--- src/design/sdcst_pkg.sv ---
package sdcst_pkg;

    // field and register widths
    localparam int SEC_W      = 14;
    localparam int PCT_W      = 7;
    localparam int IN_TIME_W  = 32;
    localparam int CFG_IDX_W  = 2;
    localparam int CFG_DATA_W = 14;

    // longest phase value: 100 * 1000 * on_time_seconds fits 31 bits
    localparam int PHASE_W = 31;

    // history taps for the serial constant multipliers
    localparam int TAP_W = 17;
    localparam int CY_W  = 3;

    localparam logic [TAP_W-1:0] MS_PER_SEC      = 17'd1000;
    localparam logic [TAP_W-1:0] MS_PER_SEC_X100 = 17'd100000;
    localparam logic [PCT_W-1:0] FULL_PERCENT    = 7'd100;
    localparam logic [PCT_W-1:0] ZERO_PERCENT    = 7'd0;

    // configuration register indexes
    localparam logic [CFG_IDX_W-1:0] CFG_ENABLE   = 2'd0;
    localparam logic [CFG_IDX_W-1:0] CFG_ON_SEC   = 2'd1;
    localparam logic [CFG_IDX_W-1:0] CFG_PERCENT  = 2'd2;

    // input func codes
    localparam logic FUNC_CHECK = 1'b0;
    localparam logic FUNC_START = 1'b1;

    typedef struct packed {
        logic calc;   // recompute on-phase and quotient
        logic shift;  // rotate both results by one bit
    } t_ph_req;

    typedef struct packed {
        logic done;
        logic on_bit;
        logic quot_bit;
    } t_ph_rsp;

endpackage

--- src/design/slow_duty_cycle_switch_timer.sv ---
// channel  | handshake                  | word
// ---------+----------------------------+----------------------------------
// in       | i_in_valid / o_in_stall    | i_func, i_current_time_ms
// out      | o_out_valid / i_out_stall  | o_fan_on, o_drive_level
// cfg      | i_cfg_wr_en                | i_cfg_index, i_cfg_data
//
// one word at a time; start words and words that need no compare go straight to the result
// a check word also passes through the bit-serial compare, max(TIME_WIDTH, 31) bits wide
// after any config write the first such word first runs the serial constant multiply,
// then the serial divide by the percentage, then the handoff to the compare
// reset is synchronous, active low; the result register holds while i_out_stall
// is high, and the next word is taken once the result has been loaded
module slow_duty_cycle_switch_timer #(
    parameter int TIME_WIDTH = 32
) (
    input  logic                             i_clk,
    input  logic                             i_rst_n,
    input  logic                             i_in_valid,
    output logic                             o_in_stall,
    input  logic                             i_func,
    input  logic [sdcst_pkg::IN_TIME_W-1:0]  i_current_time_ms,
    output logic                             o_out_valid,
    input  logic                             i_out_stall,
    output logic                             o_fan_on,
    output logic                             o_drive_level,
    input  logic                             i_cfg_wr_en,
    input  logic [sdcst_pkg::CFG_IDX_W-1:0]  i_cfg_index,
    input  logic [sdcst_pkg::CFG_DATA_W-1:0] i_cfg_data
);
    import sdcst_pkg::*;

    localparam int CMP_W = (TIME_WIDTH > PHASE_W) ? TIME_WIDTH : PHASE_W;
    localparam int CNT_W = $clog2(CMP_W);

    typedef enum logic [1:0] {
        S_IDLE,
        S_CALC,
        S_CMP,
        S_DONE
    } t_state;

    t_state                r_state;
    logic                  r_enable;
    logic [SEC_W-1:0]      r_on_sec;
    logic [PCT_W-1:0]      r_percent;
    logic                  r_phase_ok;
    logic                  r_calc_go;
    logic                  r_load_on;
    logic [TIME_WIDTH-1:0] r_last;
    logic [TIME_WIDTH-1:0] r_now;
    logic [CNT_W-1:0]      r_cnt;
    logic                  r_be;
    logic                  r_bo;
    logic                  r_bc;
    logic                  r_out_valid;
    logic                  r_out_fan;

    t_ph_req               ph_req;
    t_ph_rsp               ph_rsp;

    logic                  accept;
    logic                  out_free;
    logic                  hold_state;
    logic [TIME_WIDTH-1:0] now_in;
    logic                  tin;
    logic                  pin;
    logic [TIME_WIDTH-1:0] n_now;
    logic [TIME_WIDTH-1:0] n_last;
    logic                  e_b;
    logic                  n_be;
    logic                  on_b;
    logic                  q_b;
    logic                  off_b;
    logic                  n_bo;
    logic                  ph_b;
    logic                  n_bc;
    logic [PCT_W-1:0]      pct_sat;

    assign o_in_stall = (r_state != S_IDLE);
    assign accept     = i_in_valid && !o_in_stall;
    assign out_free   = !r_out_valid || !i_out_stall;
    assign now_in     = TIME_WIDTH'(i_current_time_ms);

    // no switch possible: full duty while on, zero duty while off
    assign hold_state = (r_load_on && (r_percent == FULL_PERCENT)) ||
                        (!r_load_on && (r_percent == ZERO_PERCENT));

    assign pct_sat = (i_cfg_data[PCT_W-1:0] > FULL_PERCENT) ? FULL_PERCENT
                                                             : i_cfg_data[PCT_W-1:0];

    assign ph_req.calc  = r_calc_go;
    assign ph_req.shift = (r_state == S_CMP) && pin;

    sdcst_phase u_phase (
        .i_clk     (i_clk),
        .i_rst_n   (i_rst_n),
        .i_req     (ph_req),
        .i_on_sec  (r_on_sec),
        .i_percent (r_percent),
        .o_rsp     (ph_rsp)
    );

    // bit-serial compare, lsb first: elapsed = now - last, off = quot - on,
    // then elapsed - phase; the final borrow says elapsed < phase
    assign tin    = (32'(r_cnt) < TIME_WIDTH);
    assign pin    = (32'(r_cnt) < PHASE_W);
    assign n_now  = tin ? {r_now[0], r_now[TIME_WIDTH-1:1]} : r_now;
    assign n_last = tin ? {r_last[0], r_last[TIME_WIDTH-1:1]} : r_last;

    assign e_b  = tin & (r_now[0] ^ r_last[0] ^ r_be);
    assign n_be = (~r_now[0] & r_last[0]) | (~(r_now[0] ^ r_last[0]) & r_be);

    assign on_b  = pin & ph_rsp.on_bit;
    assign q_b   = pin & ph_rsp.quot_bit;
    assign off_b = q_b ^ on_b ^ r_bo;
    assign n_bo  = (~q_b & on_b) | (~(q_b ^ on_b) & r_bo);

    assign ph_b = r_load_on ? on_b : off_b;
    assign n_bc = (~e_b & ph_b) | (~(e_b ^ ph_b) & r_bc);

    always_ff @(posedge i_clk) begin
        if (!i_rst_n) begin
            r_state     <= S_IDLE;
            r_enable    <= 1'b0;
            r_on_sec    <= '0;
            r_percent   <= '0;
            r_phase_ok  <= 1'b0;
            r_calc_go   <= 1'b0;
            r_load_on   <= 1'b0;
            r_last      <= '0;
            r_cnt       <= '0;
            r_out_valid <= 1'b0;
        end else begin
            r_calc_go <= 1'b0;
            if (r_out_valid && !i_out_stall) begin
                r_out_valid <= 1'b0;
            end

            case (r_state)
                S_IDLE: begin
                    if (accept) begin
                        r_now <= now_in;
                        r_cnt <= '0;
                        r_be  <= 1'b0;
                        r_bo  <= 1'b0;
                        r_bc  <= 1'b0;
                        if (i_func == FUNC_START) begin
                            r_load_on <= r_enable;
                            if (r_enable) begin
                                r_last <= now_in;
                            end
                            r_state <= S_DONE;
                        end else if (!r_enable) begin
                            r_load_on <= 1'b0;
                            r_state   <= S_DONE;
                        end else if (hold_state) begin
                            r_state <= S_DONE;
                        end else if (r_phase_ok) begin
                            r_state <= S_CMP;
                        end else begin
                            r_calc_go <= 1'b1;
                            r_state   <= S_CALC;
                        end
                    end
                end
                S_CALC: begin
                    if (ph_rsp.done) begin
                        r_phase_ok <= 1'b1;
                        r_state    <= S_CMP;
                    end
                end
                S_CMP: begin
                    r_now  <= n_now;
                    r_last <= n_last;
                    r_be   <= n_be;
                    r_bo   <= n_bo;
                    r_bc   <= n_bc;
                    if (r_cnt == CNT_W'(CMP_W - 1)) begin
                        if (!n_bc) begin
                            // phase elapsed: toggle and stamp
                            r_load_on <= !r_load_on;
                            r_last    <= n_now;
                        end
                        r_state <= S_DONE;
                    end else begin
                        r_cnt <= r_cnt + CNT_W'(1);
                    end
                end
                S_DONE: begin
                    if (out_free) begin
                        r_out_valid <= 1'b1;
                        r_out_fan   <= r_load_on;
                        r_state     <= S_IDLE;
                    end
                end
                default: begin
                    r_state <= S_IDLE;
                end
            endcase

            if (i_cfg_wr_en) begin
                r_phase_ok <= 1'b0;
                case (i_cfg_index)
                    CFG_ENABLE:  r_enable  <= i_cfg_data[0];
                    CFG_ON_SEC:  r_on_sec  <= i_cfg_data[SEC_W-1:0];
                    CFG_PERCENT: r_percent <= pct_sat;
                    default: begin
                    end
                endcase
            end
        end
    end

    assign o_out_valid   = r_out_valid;
    assign o_fan_on      = r_out_fan;
    assign o_drive_level = ~r_out_fan;

endmodule

--- src/design/sdcst_phase.sv ---
module sdcst_phase (
    input  logic                        i_clk,
    input  logic                        i_rst_n,
    input  sdcst_pkg::t_ph_req          i_req,
    input  logic [sdcst_pkg::SEC_W-1:0] i_on_sec,
    input  logic [sdcst_pkg::PCT_W-1:0] i_percent,
    output sdcst_pkg::t_ph_rsp          o_rsp
);
    import sdcst_pkg::*;

    typedef enum logic [1:0] {
        PH_IDLE,
        PH_MUL,
        PH_DIV
    } t_ph_state;

    t_ph_state          r_state;
    logic [4:0]         r_cnt;
    logic               r_done;
    logic [SEC_W-1:0]   r_sec_sh;
    logic [TAP_W-2:0]   r_hist;
    logic [CY_W-1:0]    r_cy_on;
    logic [CY_W-1:0]    r_cy_num;
    logic [PCT_W-1:0]   r_rem;
    logic [PHASE_W-1:0] r_on;
    logic [PHASE_W-1:0] r_num;   // product, then quotient in place

    logic [TAP_W-1:0]  taps;
    logic [CY_W:0]     sum_on;
    logic [CY_W:0]     sum_num;
    logic [PCT_W:0]    trial;
    logic [PCT_W:0]    diff;
    logic              q_bit;
    logic [PCT_W-1:0]  n_rem;

    // taps[j] is sec bit (k - j) at product bit k
    assign taps    = {r_hist, r_sec_sh[0]};
    assign sum_on  = (CY_W+1)'($countones(taps & MS_PER_SEC)) + {1'b0, r_cy_on};
    assign sum_num = (CY_W+1)'($countones(taps & MS_PER_SEC_X100)) + {1'b0, r_cy_num};

    // restoring division, one quotient bit per cycle, msb first
    assign trial = {r_rem, r_num[PHASE_W-1]};
    assign diff  = trial - {1'b0, i_percent};
    assign q_bit = (trial >= {1'b0, i_percent});
    assign n_rem = q_bit ? diff[PCT_W-1:0] : trial[PCT_W-1:0];

    always_ff @(posedge i_clk) begin
        if (!i_rst_n) begin
            r_state <= PH_IDLE;
            r_cnt   <= '0;
            r_done  <= 1'b0;
        end else begin
            r_done <= 1'b0;
            case (r_state)
                PH_IDLE: begin
                    if (i_req.calc) begin
                        r_sec_sh <= i_on_sec;
                        r_hist   <= '0;
                        r_cy_on  <= '0;
                        r_cy_num <= '0;
                        r_cnt    <= '0;
                        r_state  <= PH_MUL;
                    end else if (i_req.shift) begin
                        r_on  <= {r_on[0], r_on[PHASE_W-1:1]};
                        r_num <= {r_num[0], r_num[PHASE_W-1:1]};
                    end
                end
                PH_MUL: begin
                    r_sec_sh <= {1'b0, r_sec_sh[SEC_W-1:1]};
                    r_hist   <= {r_hist[TAP_W-3:0], r_sec_sh[0]};
                    r_cy_on  <= sum_on[CY_W:1];
                    r_cy_num <= sum_num[CY_W:1];
                    r_on     <= {sum_on[0], r_on[PHASE_W-1:1]};
                    r_num    <= {sum_num[0], r_num[PHASE_W-1:1]};
                    if (r_cnt == 5'(PHASE_W - 1)) begin
                        r_cnt   <= '0;
                        r_rem   <= '0;
                        r_state <= PH_DIV;
                    end else begin
                        r_cnt <= r_cnt + 5'd1;
                    end
                end
                PH_DIV: begin
                    r_rem <= n_rem;
                    r_num <= {r_num[PHASE_W-2:0], q_bit};
                    if (r_cnt == 5'(PHASE_W - 1)) begin
                        r_cnt   <= '0;
                        r_done  <= 1'b1;
                        r_state <= PH_IDLE;
                    end else begin
                        r_cnt <= r_cnt + 5'd1;
                    end
                end
                default: begin
                    r_state <= PH_IDLE;
                end
            endcase
        end
    end

    assign o_rsp.done     = r_done;
    assign o_rsp.on_bit   = r_on[0];
    assign o_rsp.quot_bit = r_num[0];

endmodule

--- config.mk ---
export PLATFORM = sky130hd
export DESIGN_NAME = slow_duty_cycle_switch_timer
export DESIGN_NICKNAME = d
export VERILOG_FILES = /design/src/design/sdcst_pkg.sv /design/src/design/slow_duty_cycle_switch_timer.sv /design/src/design/sdcst_phase.sv
export SDC_FILE = /design/constraint.sdc
export NUM_CORES = 1
export LEC_CHECK = 0
export ABC_CLOCK_PERIOD_IN_PS = 12600
export BUFFER_PORTS_ARGS = -buffer_cell sky130_fd_sc_hd__buf_2
export CORE_MARGIN = 5
export CORE_UTILIZATION = 41
export DETAILED_ROUTE_END_ITERATION = 8
export GPL_TIMING_DRIVEN = 0
export RECOVER_POWER = 25
export SLEW_MARGIN = 30
export SYNTH_ARGS = -nofsm -noshare
export SYNTH_HDL_FRONTEND = slang
export SYNTH_SLANG_ARGS = --single-unit
--- constraint.sdc ---
create_clock -name i_clk -period 12.6 [get_ports i_clk]
set_input_delay 2.52 -clock i_clk [delete_from_list [all_inputs] [get_ports i_clk]]
set_output_delay 2.52 -clock i_clk [all_outputs]
set_load 0.02 [all_outputs]
==> summary.md, run 1 <==
| Metric | Value |
|---|---|
| Classification of the worst-slack hold path | register to register |
| Final Max Slew Viols | 0 |
| Share of flip-flops with an asynchronous set or reset after synthesis | 0 |
| Type of the setup path with the least slack | register to output port |
| WL per Instance | 15.5 um |
| Cts bufs inserted | 24 |
| Setup Fix Bufs, Post-CTS | 0 |
| Antenna violations before repair | 0 |
| GP Congestion | 0.789 |
| Die height | 164 um |
| Arr. time, crit path | 1.49 ns |
| Root buffer cell | sky130_fd_sc_hd__clkbuf_16 |
| Fin crit period | 4.01 ns |
| Wire length reported by the detailed router | 19200 um |
| Post-synthesis sequential area ratio | 0.584 |
| Vias after detailed routing | 6297 |
| Source of the critical timing path | r_state[0] |
| Antenna diodes | 0 |
| Final core utilization | 0.486 |
| All-layer global routing usage | 0.145 |
| Global route total overflow | 0 |
| Width of the die | 164 um |
| Syn Std Cell Area | 0.00975 mm^2 |
| First-pass GRT wire length | 32100 um |
| DRT iter0 DRCs | 400 |
| Hold WS | 0.416 ns |
| End of the worst register-to-register path | r_last[18] |
| RSZ-0062 raised after global routing | no |
| Port Buffers | 57 |
| Ordered cell list for the critical path | inv_1 > ha_1 > inv_2 > buf_2 |
| Post-synth net total | 904 |
| Row Count | 56 |
| Worst stage delay on the critical path | 0.37 ns |
| Antenna-violating nets left | 0 |
| I/O Pins | 58 |
| Number of global-route vias before repair | 6394 |
| Worst ir drop on vdd | 0.108 mV |
| Net total in the final layout | 993 |
| Total buffers and inverters traversed by the critical path | 3 |
| TritonCTS clock tree | yes |
| Max FO, Critical Path | 4 |
| Share of layout cells above drive strength 1 | 0.133 |
| Distinct cell type count after synthesis | 49 |
| Total count of hold-check failures in the final report | 0 |
| Final cell area excluding filler cells | 0.0114 mm^2 |
| Filler Cells Inserted | 2165 |
| Critical Path Start Type | register |
| Startpoint of the most critical register-to-register path | r_cnt[2] |
| Dominant delay contributor by cell family on the critical path | flip-flops |
| Max capacitance violation total | 0 |
| Area Overhead vs Synth | 17.0% |
| Clock transition at the registers of the reported paths | 0.06 ns |
| Number of clock sinks | 214 |
| Sum Neg Setup Slack | 0 ns |
| End point of the worst hold path | u_phase.r_on[21] |
| Max clock buf depth | 3 |
| Level count of the clock H-tree | 1 |
| Average size of a mapped cell | 12.0 um^2 |
| Total of hold buffers inserted after clock tree synthesis | 0 |
| Post-DP Area | 0.0106 mm^2 |
| Tightest Pin Transition | 0.692 ns |
| Highest Clock Rate | 0.250 GHz |
| Critical hold path startpoint | u_phase.r_on[22] |
| Via density | 5.09 |
| Worst EP required | 10.08 ns |
| Core outline area | 0.0235 mm^2 |
| Cell area power density | 174 mW/mm^2 |
| Worst Hold Path Cells | 0 |
| Run status | complete, no violations |
| Number of instances in the synthesized netlist | 810 |
| Detailed placer's ending HPWL | 13200 um |
| Final Cycle Share | 0.318 |
| Skew-Pair Late Insertion Delay | 0.52 ns |
| Dominant register cell in the synthesized netlist | sky130_fd_sc_hd__edfxtp_1 |
| Number of search-and-repair iterations in the first detailed-routing pass | 4 |
| Cells on worst reg2reg path | 13 |
| Total of flip-flops plus latches after synthesis | 214 |
| Clock skew | 0.0212 ns |
| Number of flops mapped to enable cells by yosys | 141 |
| Critical Path End Type | output port |
| Detailed-route DRC error count | 0 |
| Number of gates given a new drive strength after cts | 0 |
| Critical-path top delay cell | sky130_fd_sc_hd__dfxtp_1 |
| Pin count of the biggest net entering global routing | 25 |
| Die area | 0.0270 mm^2 |
| Starting density of the core | 0.415 |
| Reported leakage power | 4.43 nW |
| Final setup fails | 0 |
| Minimum setup slack among reg-to-reg paths | 9.43 ns |
| Warnings, synthesis | 0 |
| Max-Slew Margin vs Limit | 0.538 |
## cell type report
| cell class | instances | area, um^2 | area share |
|---|---|---|---|
| Clock inverter | 6 | 63.8 | 0.00560 |
| Inverter | 51 | 191 | 0.0168 |
| Sequential cell | 214 | 5700 | 0.500 |
| Multi-Input combinational cell | 506 | 3740 | 0.328 |
| Tap cell | 319 | 399 | 0.0350 |
| Timing Repair Buffer | 63 | 389 | 0.0341 |
| Buffer | 39 | 154 | 0.0135 |
| Clock buffer | 38 | 766 | 0.0672 |
## cells by family after synthesis
logic type                 Yosys count  share of synthesized area
muxes                               82                     0.0903
buffers and inverters               90                     0.0354
AOI/OAI and AO/OA                  187                      0.132
adders and majority gates           40                     0.0598
and+or+nand+nor                    191                     0.0930
DFF                                214                      0.584
xor gates and xnor gates             6                    0.00539
## state kept, by name (all words and copies together), names as in the netlist, 2 cells and up
signal / count
u_phase.r_hist: 16
r_on_sec: 14
r_last: 32
u_phase.r_cnt: 5
u_phase.r_rem: 7
u_phase.r_sec_sh: 14
r_percent: 7
u_phase.r_state: 2
r_now: 32
r_cnt: 5
u_phase.r_num: 31
r_state: 2
u_phase.r_on: 31
u_phase.r_cy_num: 3
u_phase.r_cy_on: 3
## Yosys cell counts, types with 7 or more instances
cell                         n  share of area
sky130_fd_sc_hd__a21oi_1    73          0.037
sky130_fd_sc_hd__a22o_1     62          0.056
sky130_fd_sc_hd__and2_1     22          0.014
sky130_fd_sc_hd__clkbuf_1   32          0.012
sky130_fd_sc_hd__dfxtp_1    73           0.15
sky130_fd_sc_hd__edfxtp_1  141           0.43
sky130_fd_sc_hd__fa_1       11          0.023
sky130_fd_sc_hd__ha_1       29          0.037
sky130_fd_sc_hd__inv_1      45          0.017
sky130_fd_sc_hd__mux2_1     46          0.053
sky130_fd_sc_hd__mux2i_1    35          0.036
sky130_fd_sc_hd__nand2_1    52          0.020
sky130_fd_sc_hd__nand3_1    12         0.0062
sky130_fd_sc_hd__nor2_1     63          0.024
sky130_fd_sc_hd__nor2b_1     7         0.0045
sky130_fd_sc_hd__nor3_1      9         0.0046
sky130_fd_sc_hd__o21ai_1    12         0.0062
## report_power, final
| part | internal [mW] | switching (mW) | total, mW |
|---|---|---|---|
| clock network | 0.438 | 0.278 | 0.716 |
| logic | 0.145 | 0.224 | 0.368 |
| registers | 0.855 | 0.0406 | 0.896 |
## metal layers
layer / routed length, um / track usage / up-vias / share of wire
li1: - / - / 3140 / -
met1: 9490 / 0.205 / 3034 / 0.49
met2: 8620 / 0.231 / 96 / 0.45
met3: 714 / 0.0246 / 27 / 0.037
met4: 357 / 0.0370 / 0 / 0.019
met5: 0 / 0 / - / 0
## layout by cell type, fill, tap and decap left out, types with 4 or more instances in the layout
cell type	n
sky130_fd_sc_hd__edfxtp_1	141
sky130_fd_sc_hd__dfxtp_1	73
sky130_fd_sc_hd__a21oi_1	71
sky130_fd_sc_hd__nor2_1	63
sky130_fd_sc_hd__buf_2	63
sky130_fd_sc_hd__a22o_1	62
sky130_fd_sc_hd__nand2_1	52
sky130_fd_sc_hd__inv_1	47
sky130_fd_sc_hd__mux2_1	46
sky130_fd_sc_hd__clkbuf_1	38
sky130_fd_sc_hd__mux2i_1	35
sky130_fd_sc_hd__ha_1	29
sky130_fd_sc_hd__clkbuf_16	26
sky130_fd_sc_hd__and2_1	13
sky130_fd_sc_hd__nand3_1	12
sky130_fd_sc_hd__o21ai_1	12
sky130_fd_sc_hd__fa_1	11
sky130_fd_sc_hd__and2_0	9
sky130_fd_sc_hd__nor3_1	9
sky130_fd_sc_hd__nor2b_1	7
sky130_fd_sc_hd__clkbuf_8	7
sky130_fd_sc_hd__o21ai_0	6
sky130_fd_sc_hd__nand3b_1	5
sky130_fd_sc_hd__a211oi_1	5
sky130_fd_sc_hd__nand2b_1	4
sky130_fd_sc_hd__inv_2	4
sky130_fd_sc_hd__nand4_1	4
sky130_fd_sc_hd__o21a_1	4
sky130_fd_sc_hd__xor2_1	4
sky130_fd_sc_hd__a22oi_1	4
## worst register-to-register path, delay by kind of cell, from the launching register on
family	cells	cell delay [ns]
adder cells (fa/ha/maj)	2	0.72
AO/OA/AOI/OAI	4	0.62
buffers and inverters	2	0.34
flip-flops	1	0.36
AND/OR/NAND/NOR	4	0.83
multiplexers	1	0.18
## through the flow
stage | cells | worst slack, ns | total power [mW]
2_1_floorplan | 810 | 7.00 | 1.16
3_3_place_gp | 1186 | 5.59 | 1.26
3_5_place_dp | 1192 | 8.31 | 1.28
4_1_cts | 1236 | 8.56 | 2.00
5_1_grt | 1236 | 8.51 | 2.09
6_report | 1236 | 8.59 | 1.98
## how the worst max path moves through the flow
stage	to	slack, ns	depth (start not counted)
4_1_cts	o_in_stall	8.56	4
2_1_floorplan	u_phase.r_num[0]	7.00	3
3_5_place_dp	u_phase.r_on[0]	8.31	5
3_3_place_gp	u_phase.r_num[20]	5.59	4
5_1_grt	o_in_stall	8.51	4
6_report	o_in_stall	8.59	4
Power figures use the tool's default switching activity.
==> run 2, diff against run 1 <==
--- a/config.mk
+++ b/config.mk
@@ -5,7 +5,7 @@
 export SDC_FILE = /design/constraint.sdc
 export NUM_CORES = 1
 export LEC_CHECK = 0
-export ABC_CLOCK_PERIOD_IN_PS = 12600
+export ABC_CLOCK_PERIOD_IN_PS = 4000
 export BUFFER_PORTS_ARGS = -buffer_cell sky130_fd_sc_hd__buf_2
 export CORE_MARGIN = 5
 export CORE_UTILIZATION = 41
==> constraint.sdc (replaced) <==
create_clock -name i_clk -period 4 [get_ports i_clk]
set_input_delay 0.8 -clock i_clk [delete_from_list [all_inputs] [get_ports i_clk]]
set_output_delay 0.8 -clock i_clk [all_outputs]
set_load 0.02 [all_outputs]
==> summary.md, run 2 (synthesis gave the netlist of run 1 again) <==
| Metric | Value |
|---|---|
| RSZ-0062 raised after global routing | no |
| Layer carrying the most global-route usage | met2 |
| Worst ir drop on vdd | 0.319 mV |
| Row Count | 56 |
| Starting density of the core | 0.415 |
| Type of the setup path with the least slack | register to register |
| Pin count of the biggest net entering global routing | 23 |
| Final cell area excluding filler cells | 0.0115 mm^2 |
| Met1 GRT Util | 0.211 |
| GP Congestion | 0.805 |
| P_sw | 1.71 mW |
| Detailed-route DRC error count | 0 |
| Worst EP required | 4.39 ns |
| Reported leakage power | 4.43 nW |
| Filler Cells Inserted | 2087 |
| Critical-path top delay cell | sky130_fd_sc_hd__fa_1 |
| Final Cycle Share | 0.799 |
| Critical Path End Type | register |
| Root buffer cell | sky130_fd_sc_hd__clkbuf_16 |
| Fraction of power spent switching nets | 0.270 |
| Share of power burned in the clock network | 0.371 |
| Antenna diodes | 0 |
| Overall power of the completed layout | 6.35 mW |
| Multi-input gate area | 0.00374 mm^2 |
| Max capacitance violation total | 0 |
| Width of the die | 164 um |
| TritonCTS clock tree | yes |
| Cell area power density | 554 mW/mm^2 |
| Max FO, Critical Path | 10 |
| Net total in the final layout | 994 |
| Clock skew | 0.0124 ns |
| Skew-Pair Late Insertion Delay | 0.51 ns |
| Setup Fix Bufs, Post-CTS | 0 |
| Critical Path Start Type | register |
| Total count of hold-check failures in the final report | 0 |
| Antenna-violating nets left | 0 |
| Max clock buf depth | 3 |
| Hold WS | 0.417 ns |
| Final Max Slew Viols | 0 |
| Number of search-and-repair iterations in the first detailed-routing pass | 4 |
| Vias after detailed routing | 6289 |
| Fin crit period | 3.20 ns |
| Total of hold buffers inserted after clock tree synthesis | 0 |
| Final setup fails | 0 |
| Core outline area | 0.0235 mm^2 |
| First-pass GRT wire length | 32200 um |
| I/O Pins | 58 |
| Design internal power | 4.64 mW |
| Tightest Pin Transition | 1.02 ns |
| Via density | 5.08 |
| Most common library cell in the layout ignoring fill and taps | sky130_fd_sc_hd__edfxtp_1 |
| Post-DP Area | 0.0106 mm^2 |
| Global Route met2 Usage | 0.229 |
| Die height | 164 um |
| Combinational Power Share | 0.184 |
| Area Overhead vs Synth | 17.5% |
| Share of layout cells above drive strength 1 | 0.129 |
| Number of clock sinks | 214 |
| Worst stage delay on the critical path | 0.48 ns |
| Die area | 0.0270 mm^2 |
| Arr. time, crit path | 3.59 ns |
| Wire length reported by the detailed router | 19200 um |
| Ordered cell list for the critical path | and3_1 > nand3_1 > and2_0 > fa_1 > inv_1 > o21ai_1 > ha_1 > a21oi_1 > nand2_1 > buf_2 > mux2i_1 > a21oi_1 > a22o_1 |
| Max-Slew Margin vs Limit | 0.319 |
| WL per Instance | 15.6 um |
| Port Buffers | 57 |
| Sequential Power Share | 0.445 |
| Fraction of met3 tracks used by global routing | 0.0211 |
| Cell occurring most often along the worst timing path | sky130_fd_sc_hd__a21oi_1 |
| Area taken by flip-flops and latches | 0.00570 mm^2 |
| DRT iter0 DRCs | 404 |
| Level count of the clock H-tree | 1 |
| Cts bufs inserted | 24 |
| Detailed placer's ending HPWL | 13300 um |
| Antenna violations before repair | 0 |
| Registers with the most flip-flops | r_last (32), r_now (32) |
| Number of gates given a new drive strength after cts | 0 |
| All-layer global routing usage | 0.146 |
| Highest Clock Rate | 0.313 GHz |
| Run status | complete, no violations |
| Commonest non-fill, non-tap cells in the layout | sky130_fd_sc_hd__edfxtp_1, sky130_fd_sc_hd__dfxtp_1, sky130_fd_sc_hd__a21oi_1, sky130_fd_sc_hd__nor2_1, sky130_fd_sc_hd__a22o_1 |
| Number of global-route vias before repair | 6341 |
| Clock transition at the registers of the reported paths | 0.06 ns |
| Classification of the worst-slack hold path | register to register |
| Global route total overflow | 0 |
[run 2: cell types whose count changed in the layout (fill, tap and decap cells not counted), sizes merged]
cell | before | now
clkbuf | 71 | 67
bufinv | 1 | 4
clkinv | 3 | 2
clkinvlp | 1 | 4
[run 2: critical path: cells and delay by family (launching register included)]
family                     cells  cell delay (ns)
and+or+nand+nor                4             0.81
muxes                          1             0.21
buffers and inverters          2             0.32
DFF                            1             0.37
adders and majority gates      2             0.72
AOI/OAI and AO/OA              4             0.66
[run 2: path summary, 6_finish.rpt]
| kind | start | end | slack, ns | cells past startpoint |
|---|---|---|---|---|
| worst min register to register | u_phase.r_on[22] | u_phase.r_on[21] | 0.42 | 0 |
| worst max register to register | r_cnt[0] | r_last[28] | 0.80 | 13 |
| worst max-delay path | r_cnt[0] | r_last[28] | 0.80 | 13 |
| worst min-delay path | u_phase.r_on[22] | u_phase.r_on[21] | 0.42 | 0 |
[run 2: final cells by class]
class / instances / share of cell area
clock buffers: 33 / 0.0607
repair buffers: 64 / 0.0362
flip-flops and latches: 214 / 0.497
well taps: 319 / 0.0348
multi-input cells: 506 / 0.326
clock inverters: 11 / 0.0146
inverters: 51 / 0.0167
plain buffers: 39 / 0.0134
[run 2: metal layers]
| metal | share of wire | wire length [um] | vias up |
|---|---|---|---|
| li1 | - | - | 3148 |
| met5 | 0 | 0 | - |
| met1 | 0.49 | 9450 | 3012 |
| met4 | 0.026 | 505 | 0 |
| met3 | 0.036 | 693 | 28 |
| met2 | 0.45 | 8600 | 101 |
[run 2: power groups by stage]
| stage | logic (mW) | registers, mW | clock network (mW) |
|---|---|---|---|
| 2_1_floorplan | 0.833 | 2.83 | 0 |
| 3_3_place_gp | 1.10 | 2.88 | 0 |
| 3_5_place_dp | 1.18 | 2.87 | 0 |
| 4_1_cts | 1.19 | 2.82 | 2.42 |
| 5_1_grt | 1.32 | 2.85 | 2.51 |
| 6_report | 1.17 | 2.82 | 2.36 |
[run 2: per-stage QoR]
| stage | cells | setup WS, ns | TNS (ns) | utilization |
|---|---|---|---|---|
| floorplan | 810 | 0.609 | 0 | - |
| global placement | 1186 | -0.749 | -37.05 | 0.445 |
| detailed placement | 1193 | 0.841 | 0 | 0.451 |
| CTS | 1237 | 0.781 | 0 | 0.488 |
| global route | 1237 | 0.557 | 0 | 0.488 |
| finish | 1237 | 0.803 | 0 | 0.488 |
